<file path="src/rtl/tmig_pkg.sv">
`default_nettype none

package tmig_pkg;

  localparam int unsigned MAX_RINGS        = 1024;
  localparam int unsigned MAX_DETAIL       = 1024;
  localparam int unsigned SINE_TABLE_DEPTH = 256;
  localparam int unsigned QUEUE_DEPTH      = 4;

  localparam int unsigned IDX_W   = 10;
  localparam int unsigned CNT_W   = 11;
  localparam int unsigned PHASE_W = 16;
  localparam int unsigned Q88_W   = 16;
  localparam int unsigned SIN_W   = 16;
  localparam int unsigned POS_W   = 19;
  localparam int unsigned TEX_W   = 18;
  localparam int unsigned VN_W    = 20;
  localparam int unsigned ADDR_W  = 5;
  localparam int unsigned DATA_W  = 32;

  localparam int unsigned SIN_IDX_W  = $clog2(SINE_TABLE_DEPTH);
  localparam int unsigned SIN_PROD_W = 14 + $clog2(SINE_TABLE_DEPTH + 1);

  localparam logic [CNT_W-1:0] RING_MAX   = CNT_W'(MAX_RINGS);
  localparam logic [CNT_W-1:0] DETAIL_MAX = CNT_W'(MAX_DETAIL);
  localparam logic [14:0]      ONE_Q14    = 15'd16384;
  localparam logic [63:0]      HALF_PI_Q30 = 64'd1686629713;

  typedef enum logic [2:0] {
    REG_RING_COUNT     = 3'd0,
    REG_RING_DETAIL    = 3'd1,
    REG_RING_RADIUS    = 3'd2,
    REG_RING_THICKNESS = 3'd3,
    REG_THETA_STEP     = 3'd4,
    REG_PHI_STEP       = 3'd5
  } reg_idx_t;

  typedef struct packed {
    logic [CNT_W-1:0]   ring_count;
    logic [CNT_W-1:0]   ring_detail;
    logic [Q88_W-1:0]   ring_radius;
    logic [Q88_W-1:0]   ring_thickness;
    logic [PHASE_W-1:0] theta_step;
    logic [PHASE_W-1:0] phi_step;
  } cfg_t;

  localparam cfg_t CFG_RESET = '{
    ring_count:     CNT_W'(16),
    ring_detail:    CNT_W'(16),
    ring_radius:    Q88_W'(256),
    ring_thickness: Q88_W'(64),
    theta_step:     PHASE_W'(4096),
    phi_step:       PHASE_W'(4096)
  };

  // One classified grid cell on its way from front to back.
  typedef struct packed {
    logic [IDX_W-1:0]   ring;
    logic [IDX_W-1:0]   ring_next;
    logic [IDX_W-1:0]   detail;
    logic [IDX_W-1:0]   detail_next;
    logic [CNT_W-1:0]   detail_count;
    logic [PHASE_W-1:0] theta;
    logic [PHASE_W-1:0] phi;
  } item_t;

  typedef logic [14:0] sine_word_t;
  typedef sine_word_t sine_tab_t [SINE_TABLE_DEPTH];

  function automatic logic [63:0] taylor_term(input logic [63:0] t, input logic [63:0] a);
    taylor_term = (((t * a) >> 30) * a) >> 30;
  endfunction

  // Quarter-wave sine in Q1.14, built at elaboration.
  function automatic sine_tab_t build_sine_tab();
    sine_tab_t         tab;
    logic [63:0]       a;
    logic [63:0]       t;
    logic signed [63:0] sum;
    for (int k = 0; k < SINE_TABLE_DEPTH; k++) begin
      a   = (64'(k) * HALF_PI_Q30) / SINE_TABLE_DEPTH;
      t   = a;
      sum = $signed(a);
      t   = taylor_term(t, a) / 64'd6;
      sum = sum - $signed(t);
      t   = taylor_term(t, a) / 64'd20;
      sum = sum + $signed(t);
      t   = taylor_term(t, a) / 64'd42;
      sum = sum - $signed(t);
      t   = taylor_term(t, a) / 64'd72;
      sum = sum + $signed(t);
      t   = taylor_term(t, a) / 64'd110;
      sum = sum - $signed(t);
      t   = taylor_term(t, a) / 64'd156;
      sum = sum + $signed(t);
      if (sum < 0) sum = '0;
      sum = (sum + 64'sd32768) >>> 16;
      if (sum > 64'sd16384) sum = 64'sd16384;
      tab[k] = sum[14:0];
    end
    return tab;
  endfunction

endpackage

`default_nettype wire

</file>
<file path="src/rtl/tmig_queue.sv">
`default_nettype none

module tmig_queue #(
  parameter int unsigned DEPTH = tmig_pkg::QUEUE_DEPTH
) (
  input  logic            clk,
  input  logic            rst,
  input  logic            push_valid,
  input  tmig_pkg::item_t push_item,
  output logic            full,
  input  logic            pop,
  output logic            empty,
  output tmig_pkg::item_t head
);
  import tmig_pkg::*;

  localparam int unsigned PTR_W  = (DEPTH > 1) ? $clog2(DEPTH) : 1;
  localparam int unsigned FILL_W = $clog2(DEPTH + 1);

  item_t             mem [DEPTH];
  logic [PTR_W-1:0]  wr_ptr;
  logic [PTR_W-1:0]  rd_ptr;
  logic [FILL_W-1:0] fill;
  logic              push;
  logic              pop_ok;

  function automatic logic [PTR_W-1:0] next_ptr(input logic [PTR_W-1:0] p);
    return (p == PTR_W'(DEPTH - 1)) ? '0 : p + PTR_W'(1);
  endfunction

  assign full   = (fill == FILL_W'(DEPTH));
  assign empty  = (fill == '0);
  assign push   = push_valid && !full;
  assign pop_ok = pop && !empty;
  assign head   = mem[rd_ptr];

  always_ff @(posedge clk) begin
    if (rst) begin
      wr_ptr <= '0;
      rd_ptr <= '0;
      fill   <= '0;
    end else begin
      if (push) wr_ptr <= next_ptr(wr_ptr);
      if (pop_ok) rd_ptr <= next_ptr(rd_ptr);
      if (push && !pop_ok) begin
        fill <= fill + FILL_W'(1);
      end else if (pop_ok && !push) begin
        fill <= fill - FILL_W'(1);
      end
    end
  end

  always_ff @(posedge clk) begin
    if (push) begin
      mem[wr_ptr] <= push_item;
    end
  end

endmodule

`default_nettype wire

</file>
<file path="config.mk">
export PLATFORM = sky130hd
export DESIGN_NAME = tmig_queue
export DESIGN_NICKNAME = d
export VERILOG_FILES = /design/src/rtl/tmig_pkg.sv /design/src/rtl/tmig_queue.sv
export SDC_FILE = /design/constraint.sdc
export NUM_CORES = 1
export LEC_CHECK = 0
export ABC_AREA = 1
export BUFFER_PORTS_ARGS = -buffer_cell sky130_fd_sc_hd__buf_2
export CORE_MARGIN = 5
export CORE_UTILIZATION = 40
export DETAILED_ROUTE_END_ITERATION = 12
export MAX_ROUTING_LAYER = met4
export PLACE_DENSITY_LB_ADDON = 0.2
export SLEW_MARGIN = 10
export SYNTH_ARGS = -nofsm -noshare
export SYNTH_HDL_FRONTEND = slang
export SYNTH_SLANG_ARGS = --single-unit
</file>
<file path="constraint.sdc">
create_clock -name clk -period 11.6 [get_ports clk]
set_input_delay 1.16 -clock clk [delete_from_list [all_inputs] [get_ports clk]]
set_output_delay 1.16 -clock clk [all_outputs]
set_load 0.01 [all_outputs]
</file>
* Word level (Yosys, flattened, before mapping) *
Memory sizes are Yosys's and may differ from the RTL's. A register that Yosys moved wholly into a read port is not among the register bits.
Cells that the tools add are included.

storage, ports and cells
  register bits after elaboration = 7
  bits in latches = 0
  memory bits (writable) = 332
  memory bits (read-only) = 0
  input port bits = 87
  output and inout port bits = 85
  logic and storage cells = 29
  memories = 1

memory list
  name  words  width  rd ports  clocked after Yosys merged registers in  wr ports  RTL line          source
  mem   4      83     1         1                                        1         tmig_queue.sv:20  item_t mem [DEPTH];

cells by class
  add/subtract/negate cells = 4
  multipliers = 0
  div/mod/pow operators = 0
  order comparisons = 0
  equality and inequality tests = 3
  shifts and indexed selects = 0
  muxes and demuxes = 8
  bitwise operators = 0
  reductions and logical operators = 10

operators by type and width
  operator                                           number
  2-to-1 mux 2 bit                                   4
  2-to-1 mux 3 bit                                   2
  adder 2 x 1 -> 2 bit (second input constant)       2
  == test 2 bit (second input constant)              2
  logical AND 1 bit                                  4
  zero test 1 bit                                    4
  adder 3 x 1 -> 3 bit (second input constant)       1
  == test 3 bit (second input constant)              1
  zero test 3 bit                                    1
  subtractor 3 x 1 -> 3 bit (second input constant)  1
  2-to-1 mux 1 bit                                   2
  nonzero test 2 bit                                 1

* Depth between registers and ports, before layout *
Gate-level depths: netlist of run 1.

  word-level depth = 7
  gate-level depth with buffers = 13
  gate-level depth less buffers = 13

* Least setup slack after synthesis of run 1 *
No wires, ideal clock.

  kind = input to register
  start point = input push_valid
  end point = memory mem[0][0] (netlist name), enable pin
  setup time = 0.525 ns
  arrival time = 4.764 ns
  data required time = 11.075 ns
  slack = 6.311 ns
  cell stages on the path = 2
  buffers on the path = 0
  path through = nand2_1 > nor2_1

on the way
  word-level cells in the longest chain between the ends = 3

ends and longest elaborated chain
  item                                    RTL line          source
  start, declared                         tmig_queue.sv:8   input logic push_valid,
  logical AND 1 bit                       tmig_queue.sv:33  assign push = push_valid && !full;
  2-to-1 mux 1 bit                        tmig_queue.sv:54  if (push) begin
  2-to-1 mux 1 bit (implied by the code)  tmig_queue.sv:55  mem[wr_ptr] <= push_item;
  end, declared                           tmig_queue.sv:20

No other way between the ends.

==> run metrics, run 1 <==
status finished clean; fraction of registers with async set/reset 0; CTS sink cnt about 340; Syn Inst Count 874; data required time of the worst path 10.44 ns; Final #Nets approximately 1.1k; routed wire length per instance between 15 and 20 um; vias in the first global route 7362; pin slew with the least headroom to its limit 1.15 ns; worst hold path startpoint fill[1]; unrepaired setup endpoints after global routing no; Top FF cell, synth edfxtp_1; placer congestion estimate 0.695; detailed-placement wirelength estimate 15.3 mm; die area ~36000 um2; clock-pin slew on the worst setup and hold paths 0.06 ns; Min-Delay Path Class flop to flop; Worst R2R End mem[3][27]; Synth cell types 21; CP arrival roughly 3.1 ns; GR Overflow Total 0; Post-CTS Resized 0; most common cell after layout, fill and taps aside edfxtp_1; worst hold endpoint fill[1]; multi-input logic area 2260 um2; core area around 32000 um2; startpoint types flop; Hold WS around 0.53 ns; r2r startpoint fill[0]; Avg Inst Size Synth roughly 15 um2; total leakage power between 5 and 6 nW; remaining antenna violation count 0; row count 65; DRC Markers 0; DRT Pass-1 Iters 5; IO Pins between 150 and 200; Setup Skew approximately 0.012 ns; post-synthesis sequential area ratio 0.793; Die X about 190 um; largest net degree at the start of global routing 95; YS warnings 0; Worst-Skew Late Latency between 0.5 and 0.6 ns; H-tree levels 2; Reg2Reg Depth 5; share of layout cells above drive strength 1 0.223; min cycle time layout 4.29 ns; Fin. Hold Viols 0; Power Dens Cells roughly 240 nW/um2; vias per cell a little over 5; Yosys top cell area share 0.779; Root Driver clkbuf_16; CTS tree built; Mapped Area 12800 um2; Critical Path Fanout Max 94; Max-Cap Viols 0; synthesized flop and latch total between 300 and 400; PortBufs 171; Iteration-0 DRC Markers 529; final setup vio count 0; clk buf depth 3; Final Slew Violations 0; Syn-to-layout area delta 17.4%; most frequent cells in the layout edfxtp_1, nor2_1, buf_2, o21ai_0, o22ai_1; IR drop worst, VDD 0.135 mV; fill count 2782; final worst-path cycle share 0.370; flip-flop and latch area 10200 um2; TNS Setup 0 ns; postcts setup bufs 0; cell accounting for the most synthesized area edfxtp_1; DR vias around 7.6k; Crit Path Category flop to primary output; Post-Route WL around 28 mm; Die Y about 190 um; first-pass GRT wire length around 43 mm; Crit. End Element primary output; Post-synth EDFFs between 300 and 400; Relative slew margins 0.236; Layout Utilization 0.476; GRT Resource Usage Total 0.161; Mapped Nets between 900 and 1k; top area cells in the synthesized netlist edfxtp_1, nor2_1, o21ai_0, o22ai_1, o21ai_1; Hold Path Stages 2; Post-CTS Hold Fix Bufs 0; R2R setup slack between 8 and 9 ns; initial antenna violation count 5; achievable clock frequency between 200 and 250 MHz; TritonCTS buffer count 36; Initial Utilization 0.406
## how the worst max path moves through the flow
stage / slack (ns) / to / from / cells after the start
global placement: 7.84 / head[81] / flop / 5
floorplan: 6.31 / mem[0][0] / push_valid / 2
global route: 7.06 / head[35] / flop / 5
finish: 7.31 / head[59] / flop / 5
detailed placement: 7.78 / head[69] / flop / 5
CTS: 7.25 / head[69] / flop / 5
## critical path, cell delays in order, from the launching register on
cell	delay [ns]
dfxtp_4	0.36
buf_4	0.76
buf_4	0.70
o21ai_0	0.19
o22ai_1	0.32
buf_2	0.20
## cell type report
type / instances / share of cell area
antenna: 5 / 0.000833
clock buffer: 46 / 0.0639
clock inverter: 19 / 0.00858
inverter: 18 / 0.00483
multi-input combinational: 461 / 0.151
sequential: 341 / 0.676
tap: 402 / 0.0335
timing repair buffer: 180 / 0.0615
## registers in the layout (all words and copies together), names as in the netlist, named ones only
register / flops
fill: 3
rd_ptr: 2
wr_ptr: 2
mem: 332
## routing by layer
layer | track usage | wire length, um
met5 | - | 0
met4 | 0.0376 | 485
met1 | 0.224 | 13100
met2 | 0.241 | 13100
met3 | 0.0395 | 1770
## Yosys cell counts, types with 2 or more instances
library cell,count
edfxtp_1,332
nor2_1,183
o21ai_0,107
o22ai_1,83
o21ai_1,60
clkbuf_1,21
inv_1,17
nand2_1,14
buf_6,12
buf_4,10
dfxtp_1,9
buf_2,8
ha_1,6
clkbuf_2,3
a21oi_1,2
nand3b_1,2
## cell families after synthesis
family,share of synthesized area
XOR/XNOR,0.000684
AO/OA/AOI/OAI,0.107
adder cells (fa/ha/maj),0.00743
flip-flops,0.793
AND/OR/NAND/NOR,0.0598
buffers and inverters,0.0324
## per-stage QoR
stage / total power (W) / worst slack [ns] / instance area [um2] / std cells
2_1_floorplan: 0.00217 / 6.31 / 12800 / 874
3_3_place_gp: 0.00253 / 7.84 / 13900 / 1402
3_5_place_dp: 0.00254 / 7.78 / 13900 / 1402
4_1_cts: 0.00361 / 7.25 / 15000 / 1467
5_1_grt: 0.00375 / 7.06 / 15000 / 1472
6_report: 0.00355 / 7.31 / 15000 / 1472
## report_power, final
group          switching, W  internal, W  leakage (nW)
Combinational      0.000652     0.000300          1.60
Sequential        0.0000310      0.00150          3.12
Clock              0.000450     0.000610         0.531
Total               0.00113      0.00241          5.24
No activity file was read; power rests on OpenSTA's default activity.
==> run 2, diff against run 1 <==
clock period = 3.6 ns   (was 11.6 ns; I/O delays follow)
==> run metrics, run 2 (synthesis gave the netlist of run 1 again) <==
CTS tree built; share of layout cells above drive strength 1 0.223 (about the same); P_sw 0.00357 W (+210%); Initial Utilization 0.406 (unchanged); max reg flops 332 (unchanged); max incr delay on CP 0.70 ns (-0.06 ns); metal2 WL 12.8 mm (-2.4%); DRT Pass-1 Iters 5 (unchanged); Die Y 189 um (unchanged); pin slew with the least headroom to its limit 0.932 ns (-0.215 ns); Relative slew margins 0.379 (+0.143); unrepaired setup endpoints after global routing no; Power Dens Cells 762 nW/um2 (+220%); routed wire length per instance 18.6 um (-4.0%); Final #Nets 1141 (+0.80%); clk buf depth 3 (unchanged); first-pass GRT wire length 43.3 mm (-0.32%); Syn-to-layout area delta 18.4%; Post-Route WL 27.6 mm (-3.2%); TNS Setup 0 ns (unchanged); Worst-Skew Late Latency 0.51 ns (about the same); Hold WS 0.0260 ns (-0.506 ns); top sig layer met4; Internal 0.00798 W (+230%); most common cell after layout, fill and taps aside edfxtp_1; DR vias 7630 (+0.98%); Final Slew Violations 0 (unchanged); worst hold path startpoint rst; most frequent cells in the layout edfxtp_1, nor2_1, buf_2, o21ai_0, o22ai_1; Logic pwr share 0.266 (-0.002); Clk pwr share 0.306 (+0.007); postcts setup bufs 0 (unchanged); top flop regs mem x332, fill x3; Root Driver clkbuf_16; total leakage power 5.31 nW (+1.2%); clock-pin slew on the worst setup and hold paths 0.06 ns (about the same); Die X 189 um (unchanged); min cycle time layout about 2.7 ns; H-tree levels 2 (unchanged); vias in the first global route 7688 (+4.4%); Net Sw Frac 0.309 (-0.0104); remaining antenna violation count 0 (unchanged); die area 35700 um2 (unchanged); startpoint types flop; row count 65 (unchanged); initial antenna violation count 6 (+1); Post-CTS Hold Fix Bufs 0 (unchanged); IR drop worst, VDD 0.570 mV (+320%); IO Pins 172 (unchanged); Fin. Hold Viols 0 (unchanged); Critical Path Fanout Max 83 (-12%); placer congestion estimate 0.706 (+1.6%); final worst-path cycle share 0.738; DRC Markers 0 (unchanged); data required time of the worst path 3.24 ns (-7.20 ns); achievable clock frequency between 300 and 400 MHz; Max-Cap Viols 0 (unchanged); cells along the critical path buf_4 > o21ai_0 > o22ai_1 > buf_2; GRT Resource Usage Total 0.158 (-0.00278); Min-Delay Path Class input port to flop; largest net degree at the start of global routing 167 (+76%); Iteration-0 DRC Markers 451 (-15%); slowest cell on the critical path buf_4; Post-CTS Resized 0 (unchanged); final setup vio count 0 (unchanged); wl on met1 12.3 mm (-6.7%); Setup Skew 0.0151 ns (+0.00334 ns); CP delay by family, top buffers and inverters; Largest Register mem; CP arrival 2.30 ns (-0.83 ns); Crit Path Category flop to primary output; TritonCTS buffer count 37 (+2.8%); met3 WL post-DR 2.04 mm (+16%); vias per cell 5.14 (+0.23%); GR Overflow Total 0 (unchanged); status finished clean; r2r startpoint fill[0]; CTS sink cnt 341 (unchanged); Flop pwr share 0.428 (-0.005); Crit. End Element primary output; PortBufs 171 (unchanged); core area 31600 um2 (unchanged); Critical path buffers and inverters 2 (-1); detailed-placement wirelength estimate 15.5 mm (+1.3%)
-- run 2: changes by cell type in the layout (fill, tap and decap cells not counted), sizes merged --
cell / change
clkinv: -5
clkbuf: +8
clkinvlp: -2
diode: +2
bufinv: +1
inv: -1
buf: +8
-- run 2: layout make-up --
cell class | instances | area [um2]
well taps | 402 | 503
clock inverters | 12 | 105
inverters | 18 | 72.6
fillers | 2783 | 16400
flip-flops and latches | 341 | 10200
repair buffers | 188 | 1010
clock buffers | 54 | 1030
diodes | 7 | 17.5
multi-input cells | 461 | 2260
-- run 2: worst reg2reg max path, stage by stage (launching register included) --
cell and delay, ns:
dfxtp_1 0.34, nor2_1 0.14, nand2_1 0.13, nand2_1 0.39
inv_1 0.10, ha_1 0.23, inv_1 0.08, fa_1 0.40
o21ai_0 0.17, nor2_1 0.05
-- run 2: power groups by stage --
stage	registers (W)	logic, W	clock network (W)
5_1_grt	0.00498	0.00343	0.00381
4_1_cts	0.00495	0.00316	0.00363
6_report	0.00495	0.00307	0.00353
2_1_floorplan	0.00505	0.00195	0
3_3_place_gp	0.00502	0.00313	0
3_5_place_dp	0.00503	0.00315	0
-- run 2: routing by layer --
metal	vias up	global-route usage
li1	3655	-
met1	3724	0.210
met2	204	0.245
met3	47	0.0422
met4	0	0.0392
met5	-	-
-- run 2: final timing paths --
kind | to | slack (ns) | cells past startpoint
hold / removal | fill[0] | 0.03 | 2
setup / recovery | head[59] | 0.94 | 4
setup reg to reg | fill[1] | 1.45 | 9
hold reg to reg | fill[1] | 0.52 | 2
-- run 2: through the flow --
stage / cell area (um2) / std cells / setup WS [ns] / total power, W / utilization
final: 15200 / 1483 / 0.945 / 0.0115 / 0.480
after global routing: 15200 / 1482 / 0.812 / 0.0122 / 0.480
after CTS: 15100 / 1476 / 0.891 / 0.0117 / 0.480
after detailed placement: 14000 / 1410 / 1.43 / 0.00818 / 0.444
after global placement: 14000 / 1410 / 1.45 / 0.00815 / 0.444
after floorplan: 12800 / 874 / -1.08 / 0.00700 / -
