--- src/rtl/tmig_pkg.sv ---
`default_nettype none

package tmig_pkg;

  localparam int unsigned MAX_RINGS        = 1024;
  localparam int unsigned MAX_DETAIL       = 1024;
  localparam int unsigned SINE_TABLE_DEPTH = 256;
  localparam int unsigned QUEUE_DEPTH      = 4;

  localparam int unsigned IDX_W   = 10;
  localparam int unsigned CNT_W   = 11;
  localparam int unsigned PHASE_W = 16;
  localparam int unsigned Q88_W   = 16;
  localparam int unsigned SIN_W   = 16;
  localparam int unsigned POS_W   = 19;
  localparam int unsigned TEX_W   = 18;
  localparam int unsigned VN_W    = 20;
  localparam int unsigned ADDR_W  = 5;
  localparam int unsigned DATA_W  = 32;

  localparam int unsigned SIN_IDX_W  = $clog2(SINE_TABLE_DEPTH);
  localparam int unsigned SIN_PROD_W = 14 + $clog2(SINE_TABLE_DEPTH + 1);

  localparam logic [CNT_W-1:0] RING_MAX   = CNT_W'(MAX_RINGS);
  localparam logic [CNT_W-1:0] DETAIL_MAX = CNT_W'(MAX_DETAIL);
  localparam logic [14:0]      ONE_Q14    = 15'd16384;
  localparam logic [63:0]      HALF_PI_Q30 = 64'd1686629713;

  typedef enum logic [2:0] {
    REG_RING_COUNT     = 3'd0,
    REG_RING_DETAIL    = 3'd1,
    REG_RING_RADIUS    = 3'd2,
    REG_RING_THICKNESS = 3'd3,
    REG_THETA_STEP     = 3'd4,
    REG_PHI_STEP       = 3'd5
  } reg_idx_t;

  typedef struct packed {
    logic [CNT_W-1:0]   ring_count;
    logic [CNT_W-1:0]   ring_detail;
    logic [Q88_W-1:0]   ring_radius;
    logic [Q88_W-1:0]   ring_thickness;
    logic [PHASE_W-1:0] theta_step;
    logic [PHASE_W-1:0] phi_step;
  } cfg_t;

  localparam cfg_t CFG_RESET = '{
    ring_count:     CNT_W'(16),
    ring_detail:    CNT_W'(16),
    ring_radius:    Q88_W'(256),
    ring_thickness: Q88_W'(64),
    theta_step:     PHASE_W'(4096),
    phi_step:       PHASE_W'(4096)
  };

  // One classified grid cell on its way from front to back.
  typedef struct packed {
    logic [IDX_W-1:0]   ring;
    logic [IDX_W-1:0]   ring_next;
    logic [IDX_W-1:0]   detail;
    logic [IDX_W-1:0]   detail_next;
    logic [CNT_W-1:0]   detail_count;
    logic [PHASE_W-1:0] theta;
    logic [PHASE_W-1:0] phi;
  } item_t;

  typedef logic [14:0] sine_word_t;
  typedef sine_word_t sine_tab_t [SINE_TABLE_DEPTH];

  function automatic logic [63:0] taylor_term(input logic [63:0] t, input logic [63:0] a);
    taylor_term = (((t * a) >> 30) * a) >> 30;
  endfunction

  // Quarter-wave sine in Q1.14, built at elaboration.
  function automatic sine_tab_t build_sine_tab();
    sine_tab_t         tab;
    logic [63:0]       a;
    logic [63:0]       t;
    logic signed [63:0] sum;
    for (int k = 0; k < SINE_TABLE_DEPTH; k++) begin
      a   = (64'(k) * HALF_PI_Q30) / SINE_TABLE_DEPTH;
      t   = a;
      sum = $signed(a);
      t   = taylor_term(t, a) / 64'd6;
      sum = sum - $signed(t);
      t   = taylor_term(t, a) / 64'd20;
      sum = sum + $signed(t);
      t   = taylor_term(t, a) / 64'd42;
      sum = sum - $signed(t);
      t   = taylor_term(t, a) / 64'd72;
      sum = sum + $signed(t);
      t   = taylor_term(t, a) / 64'd110;
      sum = sum - $signed(t);
      t   = taylor_term(t, a) / 64'd156;
      sum = sum + $signed(t);
      if (sum < 0) sum = '0;
      sum = (sum + 64'sd32768) >>> 16;
      if (sum > 64'sd16384) sum = 64'sd16384;
      tab[k] = sum[14:0];
    end
    return tab;
  endfunction

endpackage

`default_nettype wire

--- src/rtl/tmig_front.sv ---
`default_nettype none

module tmig_front (
  input  logic                         clk,
  input  logic                         rst,
  input  logic                         in_valid,
  output logic                         in_stall,
  input  logic [tmig_pkg::IDX_W-1:0]   ring_index,
  input  logic [tmig_pkg::IDX_W-1:0]   detail_index,
  input  tmig_pkg::cfg_t               cfg,
  input  logic                         q_full,
  output logic                         f_valid,
  output tmig_pkg::item_t              f_item
);
  import tmig_pkg::*;

  logic                     accept;
  logic [CNT_W-1:0]         rc;
  logic [CNT_W-1:0]         rd;
  logic [CNT_W-1:0]         rc_m1;
  logic [CNT_W-1:0]         rd_m1;
  logic [IDX_W-1:0]         ring_c;
  logic [IDX_W-1:0]         detail_c;
  logic [IDX_W+PHASE_W-1:0] theta_full;
  logic [IDX_W+PHASE_W-1:0] phi_full;
  item_t                    item_next;

  function automatic logic [CNT_W-1:0] eff_count(input logic [CNT_W-1:0] v,
                                                 input logic [CNT_W-1:0] maxv);
    if (v == '0) return CNT_W'(1);
    return (v > maxv) ? maxv : v;
  endfunction

  assign in_stall = f_valid && q_full;
  assign accept   = in_valid && !in_stall;

  always_comb begin
    rc    = eff_count(cfg.ring_count, RING_MAX);
    rd    = eff_count(cfg.ring_detail, DETAIL_MAX);
    rc_m1 = rc - CNT_W'(1);
    rd_m1 = rd - CNT_W'(1);
    // clamp indices past the last ring or step
    ring_c   = ({1'b0, ring_index} > rc_m1) ? rc_m1[IDX_W-1:0] : ring_index;
    detail_c = ({1'b0, detail_index} > rd_m1) ? rd_m1[IDX_W-1:0] : detail_index;
    theta_full = detail_c * cfg.theta_step;
    phi_full   = ring_c * cfg.phi_step;
    item_next.ring         = ring_c;
    item_next.ring_next    = ({1'b0, ring_c} == rc_m1) ? '0 : ring_c + IDX_W'(1);
    item_next.detail       = detail_c;
    item_next.detail_next  = ({1'b0, detail_c} == rd_m1) ? '0 : detail_c + IDX_W'(1);
    item_next.detail_count = rd;
    item_next.theta        = theta_full[PHASE_W-1:0];
    item_next.phi          = phi_full[PHASE_W-1:0];
  end

  always_ff @(posedge clk) begin
    if (rst) begin
      f_valid <= 1'b0;
    end else if (accept) begin
      f_valid <= 1'b1;
    end else if (!q_full) begin
      f_valid <= 1'b0;
    end
  end

  always_ff @(posedge clk) begin
    if (accept) begin
      f_item <= item_next;
    end
  end

endmodule

`default_nettype wire

--- config.mk ---
export PLATFORM = sky130hd
export DESIGN_NAME = tmig_front
export DESIGN_NICKNAME = d
export VERILOG_FILES = /design/src/rtl/tmig_pkg.sv /design/src/rtl/tmig_front.sv
export SDC_FILE = /design/constraint.sdc
export NUM_CORES = 1
export LEC_CHECK = 0
export ABC_CLOCK_PERIOD_IN_PS = 9500
export BUFFER_PORTS_ARGS = -buffer_cell sky130_fd_sc_hd__buf_2
export CORE_UTILIZATION = 45
export CTS_CLUSTER_SIZE = 25
export DETAILED_ROUTE_END_ITERATION = 7
export GPL_ROUTABILITY_DRIVEN = 0
export PLACE_DENSITY = 0.75
export SYNTH_ARGS = -nofsm -noshare
export SYNTH_HDL_FRONTEND = slang
export SYNTH_SLANG_ARGS = --single-unit
export TNS_END_PERCENT = 100
--- constraint.sdc ---
create_clock -name clk -period 9.5 [get_ports clk]
set_input_delay 0.95 -clock clk [delete_from_list [all_inputs] [get_ports clk]]
set_output_delay 0.95 -clock clk [all_outputs]
set_load 0.1 [all_outputs]
* Word-level counts from Yosys, hierarchy flattened
Index checks and enable logic that the tools add are counted.
** Storage, ports and cells
- Register bits after elaboration :: 84
- Latch bits :: 0
- RAM bits :: 0
- Memory bits (read-only) :: 0
- Input port bits :: 110
- Word-level logic and storage cells :: 38
- Memories :: 0
** Operators by class
- Add/sub/neg operators :: 4
- Multiply operators :: 2
- Divide/modulo/power cells :: 0
- Order comparisons :: 4
- Eq/ne operators :: 3
- Shift-type cells :: 0
- Multiplexer cells :: 12
- Bitwise gates (word level) :: 0
- Reductions and logical operators :: 5
** Operator list (count)
- $mux 11 :: 6
- $mul 10x16->16 :: 2
- $eq 10x11->1 :: 2
- $gt 10x11->1 :: 2
- $gt 11x11->1 const B :: 2
- $logic_not 11->1 :: 2
- $sub 11x1->11 const B :: 2
- $add 10x1->10 const B :: 2
- $mux 10 :: 2
- $mux 1 :: 4
- $logic_and 1x1->1 :: 2
- $ne 2x1->1 const B :: 1
- $logic_not 1->1 :: 1

* Logic depth before layout (Yosys ltp)
Gate-level depths: netlist (run 1).
- Word-level depth :: 7
- Gate-level depth with buffers :: 39
- Gate-level depth less buffers :: 35

* Worst setup path after synthesis (run 1)
OpenSTA, ideal clock, no wires.
- Kind :: input-to-reg
- From :: input cfg[74] (netlist bit)
- To :: register f_item[31] (netlist bit) (data pin)
- Data arrival time :: 8.713 ns
- Data required time :: 9.236 ns
- Setup slack :: 0.523 ns
- Cell stages on the path :: 34
- Buffers on the path :: 4
- Path through :: clkbuf_1 > clkbuf_1 > o21bai_1 > ha_1 > o21a_1 > nor2_1 > a311oi_1 > inv_1 > ha_1 > o21ai_0 > a21oi_1 > o21ai_0 > a21oi_1 > and2_1 > buf_2 > mux2i_1 > clkbuf_1 > nor2b_1 > fa_1 > fa_1 > inv_1 > fa_1 > inv_1 > fa_1 > inv_1 > fa_1 > inv_1 > ha_1 > a21oi_1 > nor2b_1 > o21a_1 > o41a_1 > a31oi_1 > xor2_1
** RTL lines
- from (decl) :: RTL line tmig_front.sv:10 : input tmig_pkg::cfg_t cfg,
- to (signal assigned) :: RTL line tmig_front.sv:68 : f_item <= item_next;
- to (decl) :: RTL line tmig_front.sv:13 : output tmig_pkg::item_t f_item

==> flow_metrics.env, run 1 <==
export IMPL_status="complete, no violations"
export IMPL_chipHeight_um=157.0
export IMPL_syn_nets=1452
export IMPL_vias_per_cell=5.056
export IMPL_multi_input_area_um2=7463
export IMPL_cts_made_buffers=9
export IMPL_critPathKind="primary input to register"
export IMPL_clock_latency_ns=0.36
export IMPL_hp_class="register to register"
export IMPL_num_antenna_cells=0
export IMPL_rr_worst_depth=3
export IMPL_period_minus_slack_ns=8.940
export IMPL_portBuffers=162
export IMPL_syn_inst=1118
export IMPL_ctsHoldBuffers=0
export IMPL_hold_viol=0
export IMPL_vias=8145
export IMPL_leakage_nw=6.010
export IMPL_ant_nets=0
export IMPL_yosysUniqueCellTypes=56
export IMPL_ys_warn_count=0
export IMPL_intPower_w=0.002397
export IMPL_clock_path_buffers=2
export IMPL_drv_slew=0
export IMPL_seqCellArea_um2=2512
export IMPL_die_area_um2=24660
export IMPL_post_drt_wl_per_cell_um=15.38
export IMPL_max_cap_violations=0
export IMPL_gr_total_overflow=0
export IMPL_regToRegEndpoint="f_item[18]"
export IMPL_slowest_stage="fa_1"
export IMPL_rsz0062_at_grt="false"
export IMPL_end_kind="register"
export IMPL_critPathRequiredTime_ns=9.60
export IMPL_core_area_um2=23540
export IMPL_comb_power_share_pct=77.8
export IMPL_ir_drop_v=0.0004067
export IMPL_fmax_mhz=111.9
export IMPL_p_seq_share_pct=14.5
export IMPL_seq_area_frac_synth_pct=23.23
export IMPL_ioPinCount=195
export IMPL_path_delay_family="adder cells"
export IMPL_cp_start_kind="primary input"
export IMPL_switching_share_pct=50.14
export IMPL_max_stage_delay_ns=0.55
export IMPL_setup_viol=0
export IMPL_skew_ns=0.008690
export IMPL_cts_tree="done"
export IMPL_postCtsSetupBuffers=0
export IMPL_grt_pass1_vias=8574
export IMPL_drc=0
export IMPL_arrival_ns=9.04
export IMPL_startpoint="cfg[70]"
export IMPL_worstHoldStart="f_valid"
export IMPL_tightest_slew_ns=1.078
export IMPL_synth_edff_count=83
export IMPL_cts_root_buf="clkbuf_16"
export IMPL_ys_ff_latch=84
export IMPL_fin_crit_sh_pct=94.11
export IMPL_synth_avg_cell_area_um2=9.674
export IMPL_r2r_slack_ns=7.67
export IMPL_timing_rr_start="f_valid"
export IMPL_async_flop_share_pct=0
export IMPL_drtPass1Iterations=5
export IMPL_tns_ns=0
export IMPL_layout_drive_gt1_share_pct=17.41
export IMPL_path_buf_inv=5
export IMPL_power_w=0.004808
export IMPL_cp_common_cell="fa_1"
export IMPL_rows=56
export IMPL_nets=1621
export IMPL_dp_hpwl_um=19300
export IMPL_crit_fanout=14
export IMPL_p_clk_share_pct=7.7
export IMPL_fin_util_pct=52.89
export IMPL_fillers=2197
export IMPL_clock_sinks=84
export IMPL_ctsHtreeMaxLevel=3
export IMPL_track_usage_pct=21.74
export IMPL_syn_cell_area_um2=10820
export IMPL_endpoint="f_item[31]"
export IMPL_grt_pass1_wl_um=41460
export IMPL_power_density_nw_per_um2=386.2
export IMPL_dp_slack_ns=0.2358
export IMPL_initial_utilization_pct=45.94
export IMPL_crit_cells=33
export IMPL_clk_pin_slew_ns=0.07
export IMPL_hold_depth=3
export IMPL_antenna_found_initial=0
export IMPL_die_w_um=157.0
export IMPL_synth_flop_cell="edfxtp_1"
export IMPL_area_growth_pct=15.12
export IMPL_max_slew_margin_pct=28.16
export IMPL_routed_wl_um=24780
export IMPL_power_switching_w=0.002411
export IMPL_initialDrtViolationCount=400
export IMPL_grt_max_degree=84
export IMPL_setup_ws_ns=0.5597
## registers in the layout, summed over array words and instances, names as in the netlist
signal   count
f_valid      1
f_item      83
## cells by family (layout without fill, tap and decap cells)
| kind of cell | Yosys count | count (layout) | synth area share, % |
|---|---|---|---|
| xor gates and xnor gates | 90 | 90 | 8.121 |
| and+or+nand+nor | 382 | 382 | 17.83 |
| DFF | 84 | 84 | 23.23 |
| buffers and inverters | 225 | 399 | 7.867 |
| AOI/OAI and AO/OA | 96 | 96 | 5.611 |
| adders and majority gates | 224 | 224 | 35.63 |
| muxes | 17 | 17 | 1.712 |
## worst min-delay path by stage
stage	to	slack [ns]
final	f_valid	0.66
after global routing	f_valid	0.74
after CTS	f_valid	0.66
after detailed placement	f_valid	0.65
after global placement	f_valid	0.63
after floorplan	f_valid	1.02
## synthesized netlist by cell type, types with 6 or more instances
master	number	area share, %
xnor2_1	65	5.3
fa_1	140	26
mux2i_1	14	1.3
xnor3_1	6	1.2
nand3_1	13	0.60
nor2_1	47	1.6
clkbuf_1	22	0.76
nand4_1	11	0.64
nor4_1	8	0.46
buf_1	10	0.35
nor3_1	15	0.69
a21oi_1	34	1.6
nor2b_1	29	1.7
edfxtp_1	83	23
ha_1	84	9.7
inv_1	188	6.5
xor2_1	18	1.5
o21bai_1	7	0.49
nand2_1	134	4.7
and2_1	103	6.0
a21o_1	9	0.62
o21ai_0	17	0.79
## power by group through the flow
stage,clock [W],combinational (W),sequential [W]
floorplan,0,0.00247,0.00130
global placement,0,0.00367,0.000711
detailed placement,0,0.00378,0.000709
CTS,0.000382,0.00381,0.000701
global route,0.000392,0.00421,0.000708
finish,0.000370,0.00374,0.000697
## worst reg2reg max path, delay by kind of cell (launching register included)
family / cells / cell delay [ns]
buffers and inverters: 1 / 0.83
flip-flops: 1 / 0.31
AND/OR/NAND/NOR: 2 / 0.28
## metal layers
metal,vias up,part of all wire [%],track usage (%)
li1,3891,-,-
met1,3981,39,24.90
met2,233,54,41.84
met3,40,4.5,2.230
met4,0,2.1,7.258
met5,-,0,0
## cell usage in the layout, fill, tap and decap left out, types with 7 or more instances in the layout
cell type	instances
mux2i_1	13
nor2b_1	28
nand3_1	13
nand2_1	134
xnor2_1	65
o21bai_1	7
xor2_1	18
a21oi_1	34
a21o_1	9
edfxtp_1	83
nor2_1	47
nor3_1	15
clkbuf_16	9
buf_2	162
ha_1	84
nand4_1	11
buf_4	32
and2_1	103
fa_1	140
inv_1	188
nor4_1	8
o21ai_0	16
## stage by stage
| stage | hold WS [ns] | cell area (µm²) | cells |
|---|---|---|---|
| 2_1_floorplan | 1.022 | 10820 | 1118 |
| 3_3_place_gp | 0.6346 | 12150 | 1595 |
| 3_5_place_dp | 0.6488 | 12150 | 1595 |
| 4_1_cts | 0.6608 | 12450 | 1611 |
| 5_1_grt | 0.7411 | 12450 | 1611 |
| 6_report | 0.6574 | 12450 | 1611 |
## what timing repair did
| action | in CTS | in global routing |
|---|---|---|
| endpoints found under the setup margin | 0 | 1 |
| endpoints found under the hold margin | 0 | 0 |
| resized for setup | 0 | 1 |
## final cells by class
class	instances	area share (%)
multi-input combinational	809	59.94
tap	319	3.206
clock inverter	6	0.5628
sequential	84	20.18
clock buffer	10	1.839
inverter	188	5.668
timing repair buffer	195	8.602
No activity file was read; power rests on OpenSTA's default activity.
==> run 2, diff against run 1 <==
- CORE_ASPECT_RATIO: not set -> 2
==> run 2 against run 1 <==
  * The flow now finishes with violations (design-rule violations)
  * Final area up 0.31%
  * Utilization grew 0.43 points
  * Global-route usage increased by 2.1 points
  * First-iteration DRC count fell by 25%
  * Register-to-register slack worse by 0.48 ns
  * Non-clock buffer count is the same
  * Worst setup slack worse by 0.042 ns
  * Flip-flop and latch count unchanged
  * Clock power is 7.6% higher
  * Maximum frequency is 0.47% lower
  * Via count rose by 4.2%
  * Critical path type unchanged
  * Largest power group unchanged
  * Highest routed layer unchanged
==> flow_metrics.env, run 2 (synthesized netlist as in run 1, its figures left out) <==
export IMPL_status="complete, but fails checks"
export IMPL_failed_checks="design-rule violations"
export IMPL_tns_ns=0
export IMPL_fin_crit_sh_pct=94.55
export IMPL_power_w=0.004966
export IMPL_cp_start_kind="primary input"
export IMPL_antenna_found_initial=4
export IMPL_final_cell_mix="inv_1 (187), buf_2 (162), fa_1 (140)"
export IMPL_track_usage_pct=23.84
export IMPL_vias_per_cell=5.376
export IMPL_clock_path_buffers=2
export IMPL_critPathKind="primary input to register"
export IMPL_chipHeight_um=221.2
export IMPL_layout_commonest_cell="inv_1"
export IMPL_use_met3_pct=3.561
export IMPL_cp_common_cell="fa_1"
export IMPL_grt_pass1_wl_um=44860
export IMPL_initial_utilization_pct=46.17
export IMPL_drc=11
export IMPL_nets=1621
export IMPL_ctsResizeCount=0
export IMPL_timing_rr_start="f_valid"
export IMPL_fin_area_um2=12490
export IMPL_startpoint="cfg[77]"
export IMPL_top_register="f_item"
export IMPL_largest_reg_flops=83
export IMPL_hold_viol=0
export IMPL_leakage_nw=6.049
export IMPL_max_slew_margin_pct=43.15
export IMPL_grt_max_degree=56
export IMPL_gr_total_overflow=0
export IMPL_ctsHtreeMaxLevel=3
export IMPL_end_kind="register"
export IMPL_grt_pass1_vias=9235
export IMPL_arrival_ns=9.10
export IMPL_rows=79
export IMPL_die_w_um=111.6
export IMPL_cts_tree="done"
export IMPL_met2_usage_pct=47.85
export IMPL_clock_sinks=84
export IMPL_finalHoldWorstSlack_ns=0.6505
export IMPL_max_cap_violations=0
export IMPL_placed_area_um2=12140
export IMPL_postCtsSetupBuffers=0
export IMPL_slowest_stage="fa_1"
export IMPL_ant_nets=0
export IMPL_portBuffers=162
export IMPL_busiest_layer="met2"
export IMPL_drv_slew=0
export IMPL_ir_drop_v=0.0005864
export IMPL_setup_viol=0
export IMPL_tightest_slew_ns=0.8509
export IMPL_cts_root_buf="clkbuf_16"
export IMPL_post_drt_wl_per_cell_um=17.56
export IMPL_area_growth_pct=15.48
export IMPL_worstHoldStart="f_valid"
export IMPL_ctsHoldBuffers=0
export IMPL_period_minus_slack_ns=8.982
export IMPL_die_area_um2=24700
export IMPL_cts_made_buffers=9
export IMPL_hp_class="register to register"
export IMPL_fmax_mhz=111.3
export IMPL_rsz0062_at_grt="false"
export IMPL_initialDrtViolationCount=300
export IMPL_drtPass1Iterations=8
export IMPL_routed_wl_um=27720
export IMPL_dp_hpwl_um=22790
export IMPL_power_density_nw_per_um2=397.6
export IMPL_crit_fanout=14
export IMPL_skew_ns=0.005107
export IMPL_reg_top3="f_item (83), f_valid (1)"
export IMPL_ioPinCount=195
export IMPL_critPathRequiredTime_ns=9.62
export IMPL_dp_slack_ns=0.02529
export IMPL_max_stage_delay_ns=0.57
export IMPL_clock_latency_ns=0.37
export IMPL_setup_ws_ns=0.5178
export IMPL_layout_drive_gt1_share_pct=17.57
export IMPL_core_area_um2=23430
export IMPL_vias=8489
export IMPL_globalRouteMet1Util_pct=20.38
export IMPL_clk_pin_slew_ns=0.06
## run 2: cell types whose count changed in the layout (fill, tap and decap cells not counted), sizes merged
cell      change
diode         +4
clkinvlp      -2
clkinv        +1
clkbuf        +1
inv           -1
bufinv        +1
## run 2: routing by layer
layer | vias up | part of all wire, %
met4 | 0 | 7.0
met3 | 108 | 3.7
met2 | 276 | 59
li1 | 3895 | -
met1 | 4210 | 30
met5 | - | 0
## run 2: through the flow
step           instances  utilization (%)
2_1_floorplan       1118                -
3_3_place_gp        1559            51.82
3_5_place_dp        1559            51.82
4_1_cts             1575            53.22
5_1_grt             1579            53.31
6_report            1579            53.31
## run 2: worst paths after layout
path | endpoint | slack, ns | cells after the start
setup / recovery | f_item[15] | 0.52 | 29
hold / removal | f_valid | 0.65 | 3
setup reg to reg | f_item[13] | 7.19 | 3
hold reg to reg | f_valid | 0.65 | 3
## run 2: layout make-up
type                            count  area (µm²)
Antenna cell                        4       10.01
Fill cell                        2099       10940
Sequential cell                    84        2512
Timing Repair Buffer              195        1109
Tap cell                          283       354.1
Inverter                          188       705.7
Clock inverter                      5       85.08
Clock buffer                       11       242.7
Multi-Input combinational cell    809        7471
## run 2: critical path: cells and delay by family
kind            cells  cell delay (ns)
buf+inv             4             0.49
simple gates        6             1.57
xor+xnor            6             1.47
compound gates      4             0.95
mux                 2             0.55
fa+ha+maj           7             3.11
## run 2: power breakdown
part           internal [W]  switching, W  total [W]
Clock              0.000239      0.000159   0.000398
Sequential         0.000676     0.0000231   0.000699
Combinational       0.00155       0.00232    0.00387
Total               0.00246       0.00250    0.00497
